--- src/hw/rtl/phpd_pkg.sv ---
// ----------------------------------------------------------------------------
// phpd_pkg
// Shared types and constants of the proximity haptic pulse driver.
// ----------------------------------------------------------------------------
package phpd_pkg;

  localparam int DistW   = 16;
  localparam int TimeW   = 32;
  localparam int QuoW    = 9;                  // quotient stays below 450
  localparam int IvW     = 10;                 // interval up to 500 ms
  localparam int ProdW   = DistW + QuoW;       // (d - imminent) * 450
  localparam int DenShW  = DistW + QuoW - 1;   // divisor aligned to top quotient bit
  localparam int StepW   = 4;
  localparam int DivSteps = QuoW;

  localparam logic [IvW-1:0]   IvMin  = IvW'(50);
  localparam logic [QuoW-1:0]  IvSpan = QuoW'(450);

  // register indexes
  localparam logic [1:0] RegErrorDistance    = 2'd0;
  localparam logic [1:0] RegMaxDistance      = 2'd1;
  localparam logic [1:0] RegImminentDistance = 2'd2;
  localparam logic [1:0] RegDiskInterval     = 2'd3;

  typedef struct packed {
    logic [TimeW-1:0] now_ms;
    logic             head_detected;
    logic [DistW-1:0] head_distance;
    logic             waist_detected;
    logic [DistW-1:0] waist_distance;
    logic [DistW-1:0] left_distance;
    logic [DistW-1:0] right_distance;
    logic             any_imminent;
  } phpd_in_t;

  typedef struct packed {
    logic head_drive;
    logic left_drive;
    logic right_drive;
    logic disk_drive;
  } phpd_out_t;

  typedef struct packed {
    logic load_in;
    logic mul_load;
    logic mul_sel;     // 0 head distance, 1 nearest waist distance
    logic div_step;
    logic save_head;
    logic commit;
  } phpd_cmd_t;

  typedef struct packed {
    logic div_last;
  } phpd_stat_t;

endpackage

--- src/hw/rtl/phpd_ctrl.sv ---
// ----------------------------------------------------------------------------
// phpd_ctrl
// Sequencer: head interval, waist interval, then state update and result.
// ----------------------------------------------------------------------------
module phpd_ctrl import phpd_pkg::*; (
  input  logic       clk,
  input  logic       rst,
  input  logic       in_valid,
  output logic       in_stall,
  output logic       out_valid,
  input  logic       out_stall,
  output phpd_cmd_t  cmd,
  input  phpd_stat_t stat
);

  typedef enum logic [2:0] {
    IDLE,
    MUL_HEAD,
    DIV_HEAD,
    MUL_WAIST,
    DIV_WAIST,
    COMMIT
  } state_t;

  state_t state;
  state_t state_next;
  logic   commit_ok;

  assign commit_ok = (state == COMMIT) && (!out_valid || !out_stall);
  assign in_stall  = (state != IDLE);

  always_comb begin
    cmd = '0;
    state_next = state;
    case (state)
      IDLE: begin
        cmd.load_in = in_valid;
        if (in_valid) state_next = MUL_HEAD;
      end
      MUL_HEAD: begin
        cmd.mul_load = 1'b1;
        cmd.mul_sel  = 1'b0;
        state_next   = DIV_HEAD;
      end
      DIV_HEAD: begin
        cmd.div_step = 1'b1;
        if (stat.div_last) state_next = MUL_WAIST;
      end
      MUL_WAIST: begin
        cmd.save_head = 1'b1;
        cmd.mul_load  = 1'b1;
        cmd.mul_sel   = 1'b1;
        state_next    = DIV_WAIST;
      end
      DIV_WAIST: begin
        cmd.div_step = 1'b1;
        cmd.mul_sel  = 1'b1;
        if (stat.div_last) state_next = COMMIT;
      end
      COMMIT: begin
        cmd.mul_sel = 1'b1;
        cmd.commit  = commit_ok;
        if (commit_ok) state_next = IDLE;
      end
      default: state_next = IDLE;
    endcase
  end

  always_ff @(posedge clk) begin
    if (rst) begin
      state     <= IDLE;
      out_valid <= 1'b0;
    end else begin
      state <= state_next;
      if (commit_ok) out_valid <= 1'b1;
      else if (!out_stall) out_valid <= 1'b0;
    end
  end

endmodule

--- src/hw/rtl/phpd_dp.sv ---
// ----------------------------------------------------------------------------
// phpd_dp
// Datapath: config registers, interval mapping with a shared multiply and
// restoring divider, drive phase state and the result register.
// ----------------------------------------------------------------------------
module phpd_dp import phpd_pkg::*; (
  input  logic             clk,
  input  logic             rst,
  input  logic             cfg_write,
  input  logic [1:0]       cfg_index,
  input  logic [DistW-1:0] cfg_data,
  input  phpd_in_t         in_data,
  output phpd_out_t        out_data,
  input  phpd_cmd_t        cmd,
  output phpd_stat_t       stat
);

  logic [DistW-1:0] error_distance;
  logic [DistW-1:0] max_distance;
  logic [DistW-1:0] imminent_distance;
  logic [DistW-1:0] disk_interval;

  phpd_in_t          in_reg;
  logic [ProdW-1:0]  rem;
  logic [DenShW-1:0] den_sh;
  logic [QuoW-1:0]   quo;
  logic [StepW-1:0]  step;
  logic [IvW-1:0]    head_iv;
  logic              head_on;

  logic             head_phase;
  logic [TimeW-1:0] head_last_toggle;
  logic             waist_phase;
  logic [TimeW-1:0] waist_last_toggle;
  logic             left_level;
  logic             right_level;
  logic             disk_phase;
  logic [TimeW-1:0] disk_last_toggle;

  // config
  always_ff @(posedge clk) begin
    if (rst) begin
      error_distance    <= DistW'(65535);
      max_distance      <= DistW'(4000);
      imminent_distance <= DistW'(200);
      disk_interval     <= DistW'(100);
    end else if (cfg_write) begin
      case (cfg_index)
        RegErrorDistance:    error_distance    <= cfg_data;
        RegMaxDistance:      max_distance      <= cfg_data;
        RegImminentDistance: imminent_distance <= cfg_data;
        RegDiskInterval:     disk_interval     <= cfg_data;
        default: ;
      endcase
    end
  end

  // nearest of front, left and right
  logic             front_ok, left_ok, right_ok;
  logic [DistW-1:0] near0, near1, nearest;

  always_comb begin
    front_ok = in_reg.waist_detected && (in_reg.waist_distance != error_distance);
    left_ok  = (in_reg.left_distance != error_distance);
    right_ok = (in_reg.right_distance != error_distance);
    near0    = front_ok ? in_reg.waist_distance : error_distance;
    near1    = (left_ok && in_reg.left_distance < near0) ? in_reg.left_distance : near0;
    nearest  = (right_ok && in_reg.right_distance < near1) ? in_reg.right_distance : near1;
  end

  // interval mapping
  logic             fast;
  logic             head_ok, waist_ok;
  logic [DistW-1:0] dist_sel, clamp, diff, den;
  logic [ProdW-1:0] prod;
  logic             take;
  logic [IvW-1:0]   iv_calc;

  always_comb begin
    fast     = (imminent_distance >= max_distance);
    head_ok  = in_reg.head_detected && (in_reg.head_distance < error_distance)
               && (in_reg.head_distance < max_distance);
    waist_ok = (nearest < error_distance) && (nearest < max_distance);
    dist_sel = cmd.mul_sel ? nearest : in_reg.head_distance;
    clamp    = (dist_sel < imminent_distance) ? imminent_distance : dist_sel;
    diff     = clamp - imminent_distance;
    den      = max_distance - imminent_distance;
    prod     = ProdW'(diff) * ProdW'(IvSpan);
    take     = (rem >= {1'b0, den_sh});
    iv_calc  = fast ? IvMin : IvMin + {1'b0, quo};
  end

  assign stat.div_last = (step == StepW'(DivSteps - 1));

  always_ff @(posedge clk) begin
    if (cmd.load_in) in_reg <= in_data;
    if (cmd.mul_load) begin
      rem    <= prod;
      den_sh <= {den, {(QuoW-1){1'b0}}};
      quo    <= '0;
      step   <= '0;
    end else if (cmd.div_step) begin
      if (take) rem <= rem - {1'b0, den_sh};
      den_sh <= den_sh >> 1;
      quo    <= {quo[QuoW-2:0], take};
      step   <= step + StepW'(1);
    end
    if (cmd.save_head) begin
      head_iv <= iv_calc;
      head_on <= head_ok;
    end
  end

  // state update
  logic             head_phase_next, waist_phase_next;
  logic             left_level_next, right_level_next, disk_phase_next;
  logic [TimeW-1:0] head_last_next, waist_last_next, disk_last_next;
  logic [TimeW-1:0] head_el, waist_el, disk_el;

  always_comb begin
    head_el  = in_reg.now_ms - head_last_toggle;
    waist_el = in_reg.now_ms - waist_last_toggle;
    disk_el  = in_reg.now_ms - disk_last_toggle;

    head_phase_next = head_phase;
    head_last_next  = head_last_toggle;
    if (!head_on) begin
      head_phase_next = 1'b0;
    end else if (head_el >= TimeW'(head_iv)) begin
      head_phase_next = ~head_phase;
      head_last_next  = in_reg.now_ms;
    end

    waist_phase_next = waist_phase;
    waist_last_next  = waist_last_toggle;
    left_level_next  = left_level;
    right_level_next = right_level;
    if (!waist_ok) begin
      waist_phase_next = 1'b0;
      left_level_next  = 1'b0;
      right_level_next = 1'b0;
    end else if (waist_el >= TimeW'(iv_calc)) begin
      waist_phase_next = ~waist_phase;
      waist_last_next  = in_reg.now_ms;
      if (front_ok && nearest == in_reg.waist_distance) begin
        left_level_next  = ~waist_phase;
        right_level_next = ~waist_phase;
      end else if (left_ok && (!right_ok || in_reg.left_distance <= in_reg.right_distance)) begin
        left_level_next  = ~waist_phase;
        right_level_next = 1'b0;
      end else if (right_ok) begin
        left_level_next  = 1'b0;
        right_level_next = ~waist_phase;
      end
    end

    disk_phase_next = disk_phase;
    disk_last_next  = disk_last_toggle;
    if (!in_reg.any_imminent) begin
      disk_phase_next = 1'b0;
    end else if (disk_el > TimeW'(disk_interval)) begin
      disk_phase_next = ~disk_phase;
      disk_last_next  = in_reg.now_ms;
    end
  end

  always_ff @(posedge clk) begin
    if (rst) begin
      head_phase        <= 1'b0;
      head_last_toggle  <= '0;
      waist_phase       <= 1'b0;
      waist_last_toggle <= '0;
      left_level        <= 1'b0;
      right_level       <= 1'b0;
      disk_phase        <= 1'b0;
      disk_last_toggle  <= '0;
    end else if (cmd.commit) begin
      head_phase        <= head_phase_next;
      head_last_toggle  <= head_last_next;
      waist_phase       <= waist_phase_next;
      waist_last_toggle <= waist_last_next;
      left_level        <= left_level_next;
      right_level       <= right_level_next;
      disk_phase        <= disk_phase_next;
      disk_last_toggle  <= disk_last_next;
    end
  end

  // result register
  always_ff @(posedge clk) begin
    if (cmd.commit) begin
      out_data.head_drive  <= head_phase_next;
      out_data.left_drive  <= left_level_next;
      out_data.right_drive <= right_level_next;
      out_data.disk_drive  <= disk_phase_next;
    end
  end

endmodule

--- src/hw/rtl/proximity_haptic_pulse_driver.sv ---
// A request is held off while one is in progress: the sequencer loads it, then
// runs two 9-step passes of the shared restoring divider (head interval, then
// waist interval) and commits the result.
// The result register lets the next request in while a result waits.
// Reset (rst, synchronous): drive state and timestamps clear, config
// registers return to 65535 / 4000 / 200 / 100, no result is pending.
// ----------------------------------------------------------------------------
// proximity_haptic_pulse_driver
// Maps sensor distances to blink intervals and toggles four haptic drives.
// ----------------------------------------------------------------------------
module proximity_haptic_pulse_driver import phpd_pkg::*; (
  input  logic             clk,
  input  logic             rst,
  input  logic             cfg_write,
  input  logic [1:0]       cfg_index,
  input  logic [DistW-1:0] cfg_data,
  input  logic             in_valid,
  output logic             in_stall,
  input  phpd_in_t         in_data,
  output logic             out_valid,
  input  logic             out_stall,
  output phpd_out_t        out_data
);

  phpd_cmd_t  cmd;
  phpd_stat_t stat;

  phpd_ctrl u_ctrl (
    .clk       (clk),
    .rst       (rst),
    .in_valid  (in_valid),
    .in_stall  (in_stall),
    .out_valid (out_valid),
    .out_stall (out_stall),
    .cmd       (cmd),
    .stat      (stat)
  );

  phpd_dp u_dp (
    .clk       (clk),
    .rst       (rst),
    .cfg_write (cfg_write),
    .cfg_index (cfg_index),
    .cfg_data  (cfg_data),
    .in_data   (in_data),
    .out_data  (out_data),
    .cmd       (cmd),
    .stat      (stat)
  );

`ifndef SYNTH
  // an accepted request keeps the input side busy
  assert property (@(posedge clk) disable iff (rst)
    (in_valid && !in_stall) |=> in_stall)
    else $error("input not held off after accept");

  // a new result only comes out of work in progress
  assert property (@(posedge clk) disable iff (rst)
    $rose(out_valid) |-> $past(in_stall))
    else $error("result appeared without a request in progress");

  // divider steps and result commit never overlap with an input load
  assert property (@(posedge clk) disable iff (rst)
    cmd.load_in |-> !cmd.div_step && !cmd.commit && !cmd.mul_load)
    else $error("input load during busy sequence");
`endif

endmodule

--- config.mk ---
export PLATFORM = sky130hd
export DESIGN_NAME = proximity_haptic_pulse_driver
export DESIGN_NICKNAME = d
export VERILOG_FILES = /design/src/hw/rtl/phpd_pkg.sv /design/src/hw/rtl/phpd_ctrl.sv /design/src/hw/rtl/phpd_dp.sv /design/src/hw/rtl/proximity_haptic_pulse_driver.sv
export SDC_FILE = /design/constraint.sdc
export NUM_CORES = 1
export LEC_CHECK = 0
export BUFFER_PORTS_ARGS = -buffer_cell sky130_fd_sc_hd__clkbuf_2
export CORE_AREA = 2 2 224 226
export DETAILED_ROUTE_END_ITERATION = 12
export DIE_AREA = 0 0 226 228
export GPL_TIMING_DRIVEN = 0
export PLACE_DENSITY_LB_ADDON = 0.2
export SETUP_SLACK_MARGIN = 0.4
export SLEW_MARGIN = 10
export SYNTH_ARGS = -nofsm -noshare
export SYNTH_HDL_FRONTEND = slang
export SYNTH_SLANG_ARGS = --single-unit
--- constraint.sdc ---
create_clock -name clk -period 14.7 [get_ports clk]
set_input_delay 0 -clock clk [delete_from_list [all_inputs] [get_ports clk]]
set_output_delay 0 -clock clk [all_outputs]
set_load 0.03 [all_outputs]
Word level (Yosys, flattened, before mapping)
Index checks and enable logic that the tools add are counted.

word-level totals
  flip-flop bits (word level) = 345
  bits in latches = 0
  memory bits (writable) = 0
  bits in read-only memories = 0
  output and inout bits = 6
  word-level logic and storage cells = 151
  memories kept = 0

operators by class
  $add $sub $neg = 8
  $mul = 1
  divide/modulo/power cells = 0
  order comparisons = 13
  equality and inequality tests = 19
  shift-type cells = 0
  multiplexer cells = 40
  bitwise gates (word level) = 3
  reduce and logical (&&, ||, !) cells = 33

operators with widths
  operator               count
  $lt 16x16->1           7
  $sub 32x32->32         3
  $mux 16                5
  $mux 25                3
  $ge 32x10->1           2
  $mux 24                2
  $ne 16x16->1           3
  $gt 32x16->1           1
  $sub 16x16->16         2
  $ge 25x24->1           1
  $sub 25x24->25         1
  $mul 16x8->24 const B  1
  $mux 1                 24
  $pmux 3 s6             1
  $eq 16x16->1           1
  $ge 16x16->1           1
  $le 16x16->1           1
  $reduce_and 2->1       7
  $mux 3                 4
  $add 6x9->10 const A   1
  $mux 10                1
  $logic_and 1x1->1      9
  $reduce_and 3->1       3
  $ne 2x2->1 const B     4
  other kinds (18)       29

Depth between registers and ports, before layout
  depth in word-level cells = 15
  mapped depth = 74
  depth with buffers taken out = 67

Hierarchy
From an unflattened synthesis, not the netlist that was laid out.

second synthesis, totals
  cell total of the unflattened synthesis = 3303
  area, all modules = 28690.0 µm²

modules (own cells, without submodules)
  module     times used  cells an instance  area an instance (µm²)  seq. area each (µm²)
  phpd_dp    1           3274               28453.5                 8368.0
  phpd_ctrl  1           29                 236.5                   80.1

Worst setup path after synthesis
Ideal clock, no wire load.

  kind = flip-flop to flip-flop
  start point = reg u_dp.error_distance[13]
  end point = reg u_dp.rem[24], data pin
  setup time = 271 ps
  data arrival time = 13428 ps
  slack = 1001 ps
  stages on the path, launching flop included = 71
  buffers on the path = 6
  period minus slack after synthesis = 13699 ps
  cell sequence = dfxtp_1 > clkbuf_1 > xnor2_1 > nand4_1 > o41ai_4 > clkbuf_1 > mux2i_1 > ha_1 > a21o_1 > a211oi_1 > o21ai_0 > a311o_1 > a221oi_1 > nand2_1 > clkbuf_1 > o21ai_0 > ha_1 > a21o_1 > [... 35 more ...] > inv_1 > fa_1 > inv_1 > ha_1 > ha_1 > a21oi_1 > o21bai_1 > a21oi_1 > o21bai_1 > a21oi_1 > o21bai_1 > a21oi_1 > o21ai_0 > a21o_1 > a21oi_1 > o21ai_0 > xnor2_1 > o22ai_1

between the ends
  word-level cells in the longest chain between the ends = 15
  elaborated cells between the ends (all ways) = 17
  classes of those cells = add/sub: 1; mul: 1; order compare: 3; eq/ne: 3; mux: 6; reduce/logical: 3

ends and longest elaborated chain
  element                 line            RTL
  from (decl)             phpd_dp.sv:18   logic [DistW-1:0] error_distance;
  from (signal assigned)  phpd_dp.sv:43   error_distance <= DistW'(65535);
  from (signal assigned)  phpd_dp.sv:49   RegErrorDistance: error_distance <= cfg_data;
  $ne 16x16->1            phpd_dp.sv:63   front_ok = in_reg.waist_detected && (in_reg.waist_distance != error_distance);
  $logic_and 1x1->1       phpd_dp.sv:63
  $mux 16                 phpd_dp.sv:66   near0 = front_ok ? in_reg.waist_distance : error_distance;
  $lt 16x16->1            phpd_dp.sv:67   near1 = (left_ok && in_reg.left_distance < near0) ? in_reg.left_distance : near0;
  $logic_and 1x1->1       phpd_dp.sv:67
  $mux 16                 phpd_dp.sv:67
  $lt 16x16->1            phpd_dp.sv:68   nearest = (right_ok && in_reg.right_distance < near1) ? in_reg.right_distance : near1;
  $logic_and 1x1->1       phpd_dp.sv:68
  $mux 16 (*)             phpd_dp.sv:68
  $mux 16 (*)             phpd_dp.sv:84   dist_sel = cmd.mul_sel ? nearest : in_reg.head_distance;
  $lt 16x16->1            phpd_dp.sv:85   clamp = (dist_sel < imminent_distance) ? imminent_distance : dist_sel;
  $mux 16 (*)             phpd_dp.sv:85
  $sub 16x16->16 (*)      phpd_dp.sv:86   diff = clamp - imminent_distance;
  $mul 16x8->24 (*)       phpd_dp.sv:88   prod = ProdW'(diff) * ProdW'(IvSpan);
  $mux 25 (*)             phpd_dp.sv:97   if (cmd.mul_load) begin
  to (signal assigned)    phpd_dp.sv:98   rem <= prod;
  to (signal assigned)    phpd_dp.sv:103  if (take) rem <= rem - {1'b0, den_sh};
  to (decl)               phpd_dp.sv:24   logic [ProdW-1:0] rem;

Mark *: on every way between the ends. The rest lies on a longest branch, timed or not.
A chain may end at the register's enable or synchronous reset.

Worst setup path in the final report
  start point = reg u_dp.error_distance[10]
  end point = reg u_dp.rem[23], data pin

The elaborated chain is that of the path after synthesis.

==> flow_summary.toml <==
[clock_tree]
cts_buffer_depth = 3
cts.clk_slew.worst_paths_ps = 60
htree_levels = 2
cts_sinks = 345
insertion_delay_ps = 590
cts_buffers = 40
cts_tree = "yes"
cts-root-buf = "clkbuf_16"

[routing]
routedWlPerCell_um = 20.7
dr_total_vias = 25600
first_pass_iters = 6
drtIter0Drc = 1988
remaining_drc_errors = 0
vias_per_cell = 5.97
antenna_left = 0
wl_mm = 89.1

[yosys]
yosys-top-cells-area = "ha_1 (17%), edfxtp_1 (17%), dfxtp_1 (14%), a21oi_1 (4.9%), inv_1 (4.8%)"
yosysSeqAreaShare_pct = 30.5
netlist.area_leader.share_pct = 16.8
syn_inst = 3220
syn_area_um2 = 27700
asyncSetResetFlopFracSynth_pct = 0
syn_avg_cell_area_um2 = 8.61
synthFlopType = "dfxtp_1"
post_synth_num_cell_types = 90
ys.warnings.count = 0
synth_seq_cells = 345
synth_top_area_cell = "ha_1"
synth_edf_count = 154
synthesis.nets = 3736

[sta]
max_slew_margin_pct = 25.4
fin_worst_skew_ps = 21.1
finalCritPeriodShare_pct = 96.0
rsz0062_at_grt = "false"
hold_viol_final = 0
tightest_slew_ps = 1120
maxSlewViolCount = 0
whs_ps = 126
post-route-min-period_ps = 14110
max_freq_mhz = 70.9
setup_viol = 0

[grt]
met3_usage_pct = 4.46
overflow = 0
grt_pass1_vias = 25300
grt_max_degree = 36
antenna_found_initial = 5
gr-usage-met1_pct = 42.0
track_usage_pct = 33.6
grt_busiest_layer = "met2"
grt.met2_usage_pct = 58.3
grt_pass1_wl_mm = 136

[finish]
drive_above_1_share_pct = 12.5
fin_cells = 4294
final_cell_mix = "ha_1 (356), inv_1 (352), nand2_1 (272)"
fin_nets = 4102
finish.utilization_pct = 67.3
final_common_cell = "ha_1"
area_delta_synth_final_pct = 19.8
largest_reg_flops = 99
nFillCells = 4059

[power_and_ir_drop]
leakage_uw = 0.0137
clkPwrFrac_pct = 14.1
seqPwrFrac_pct = 17.5
power_frac_comb_pct = 68.4
power.internal_uw = 4050
vdd_drop_max_uv = 999
p_sw_share_pct = 44.0
power_density_nw_per_um2 = 218
p_switching_uw = 3180

[job]
drv_cap = 0

[critical_path]
crit_slowest_cell = "fa_1"
cpPeakStageDelay_ps = 540
worst-path-max-fanout = 10
critPathMostFrequentCell = "a21oi_2"
worstPathArrival_ps = 14410
critPathRequiredTime_ps = 15000
start_kind = "register"
path_class = "reg -> reg"
endpoint_kind = "register"

[floorplanning]
die_area_um2 = 51500
die_h_um = 228
num_rows = 82
pin_count = 128
die_w_um = 226
coreArea_um2 = 49300
initial_core_util_pct = 56.2

[placed_design]
globalplace.congestion = 1.00
hpwlAfterDp_mm = 66.6
io_buffers = 127
dp_cells = 4023

[status]
status = "complete, no violations"

[min_path]
hp-class = "in -> reg"
[final cells by class]
| type | instances | area (um^2) | share of cell area [%] |
|---|---|---|---|
| Timing Repair Buffer | 324 | 2520 | 7.59 |
| Clock inverter | 20 | 171 | 0.516 |
| Buffer | 117 | 558 | 1.68 |
| Tap cell | 672 | 841 | 2.53 |
| Inverter | 358 | 1340 | 4.05 |
| Antenna cell | 4 | 10.0 | 0.0301 |
| Sequential cell | 345 | 8450 | 25.4 |
| Multi-Input combinational cell | 2400 | 18200 | 54.7 |
| Clock buffer | 54 | 1160 | 3.49 |
[synth_stat cells (8+ instances only)]
cell and number:
o211ai_1 11, and3_1 15, a211oi_1 27, clkbuf_1 90
nand3_1 44, buf_2 18, nand2_1 274, mux2_2 26
a31oi_1 20, ha_1 371, nor3_1 52, a21boi_0 19
nor2b_1 38, nand2b_1 42, nor4_1 17, a221oi_1 9
nand4_1 60, o31ai_1 9, nand3b_1 47, o32ai_1 11
mux2i_1 61, a21o_1 81, inv_1 358, a21oi_1 272
fa_1 23, nor2_1 200, edfxtp_1 154, o22ai_1 36
nor3b_1 9, o21a_1 40, xor2_1 65, o21bai_1 15
a41oi_1 8, o21ai_1 9, xnor2_1 114, o21ai_0 191
and2_1 15, dfxtp_1 191, or3_1 14, a211o_1 29
[power by group through the flow]
stage | clock (uW) | combinational [uW] | sequential, uW
after CTS | 1030 | 4030 | 1260
after global routing | 1070 | 5460 | 1270
after global placement | 0 | 3690 | 1290
after detailed placement | 0 | 3780 | 1280
final | 1020 | 4950 | 1260
after floorplan | 0 | 2970 | 1240
[logic make-up (layout without fill, tap and decap cells)]
| logic type | Yosys count | in the layout | share of synthesized area (%) |
|---|---|---|---|
| multiplexers | 93 | 93 | 3.51 |
| buffers and inverters | 475 | 873 | 6.56 |
| XOR/XNOR | 179 | 179 | 5.66 |
| AND/OR/NAND/NOR | 862 | 862 | 15.4 |
| flip-flops | 345 | 345 | 30.5 |
| adder cells (fa/ha/maj) | 398 | 398 | 18.6 |
| AO/OA/AOI/OAI | 868 | 868 | 19.9 |
| other | 0 | 4 | 0 |
[layer usage]
layer  vias to the layer above  wire (um)
met3                       230       4930
met1                     12200      36900
met4                         2       4070
met2                       921      43100
li1                      12200          -
met5                         -         13
[through the flow]
stage	setup slack (ps)	setup TNS (ps)	power, uW	cell area (um^2)
floorplan	1000	0	4200	27700
global placement	-2490	-21890	4980	29200
detailed placement	-2800	-27030	5060	29300
CTS	391	0	6330	32400
global route	103	0	7800	33200
finish	591	0	7230	33200
[worst paths after layout]
check | slack, ps | to | start | cells after the start
max reg2reg | 590 | u_dp.rem[23] | u_dp.error_distance[10] | 68
max | 590 | u_dp.rem[23] | u_dp.error_distance[10] | 68
min | 130 | u_dp.in_reg[46] | in_data[46] | 2
min reg2reg | 460 | u_dp.disk_interval[10] | u_dp.disk_interval[10] | 2
[critical path, delay by kind of cell, from the launching register on]
family / cells / cell delay (ps)
AOI/OAI and AO/OA: 31 / 5890
adders and majority gates: 9 / 2930
and+or+nand+nor: 12 / 1910
buffers and inverters: 11 / 1420
muxes: 3 / 880
xor gates and xnor gates: 2 / 500
DFF: 1 / 310
[repair_timing]
item                                   in CTS  in global routing
buffers inserted                           27                 42
pin swaps                                  19                 55
endpoints found under the hold margin     173                  0
hold buffers                              124                  0
cloned                                      0                  0
resized for setup                          83                114
setup endpoints to repair                  17                 11
Power figures use the tool's default switching activity.
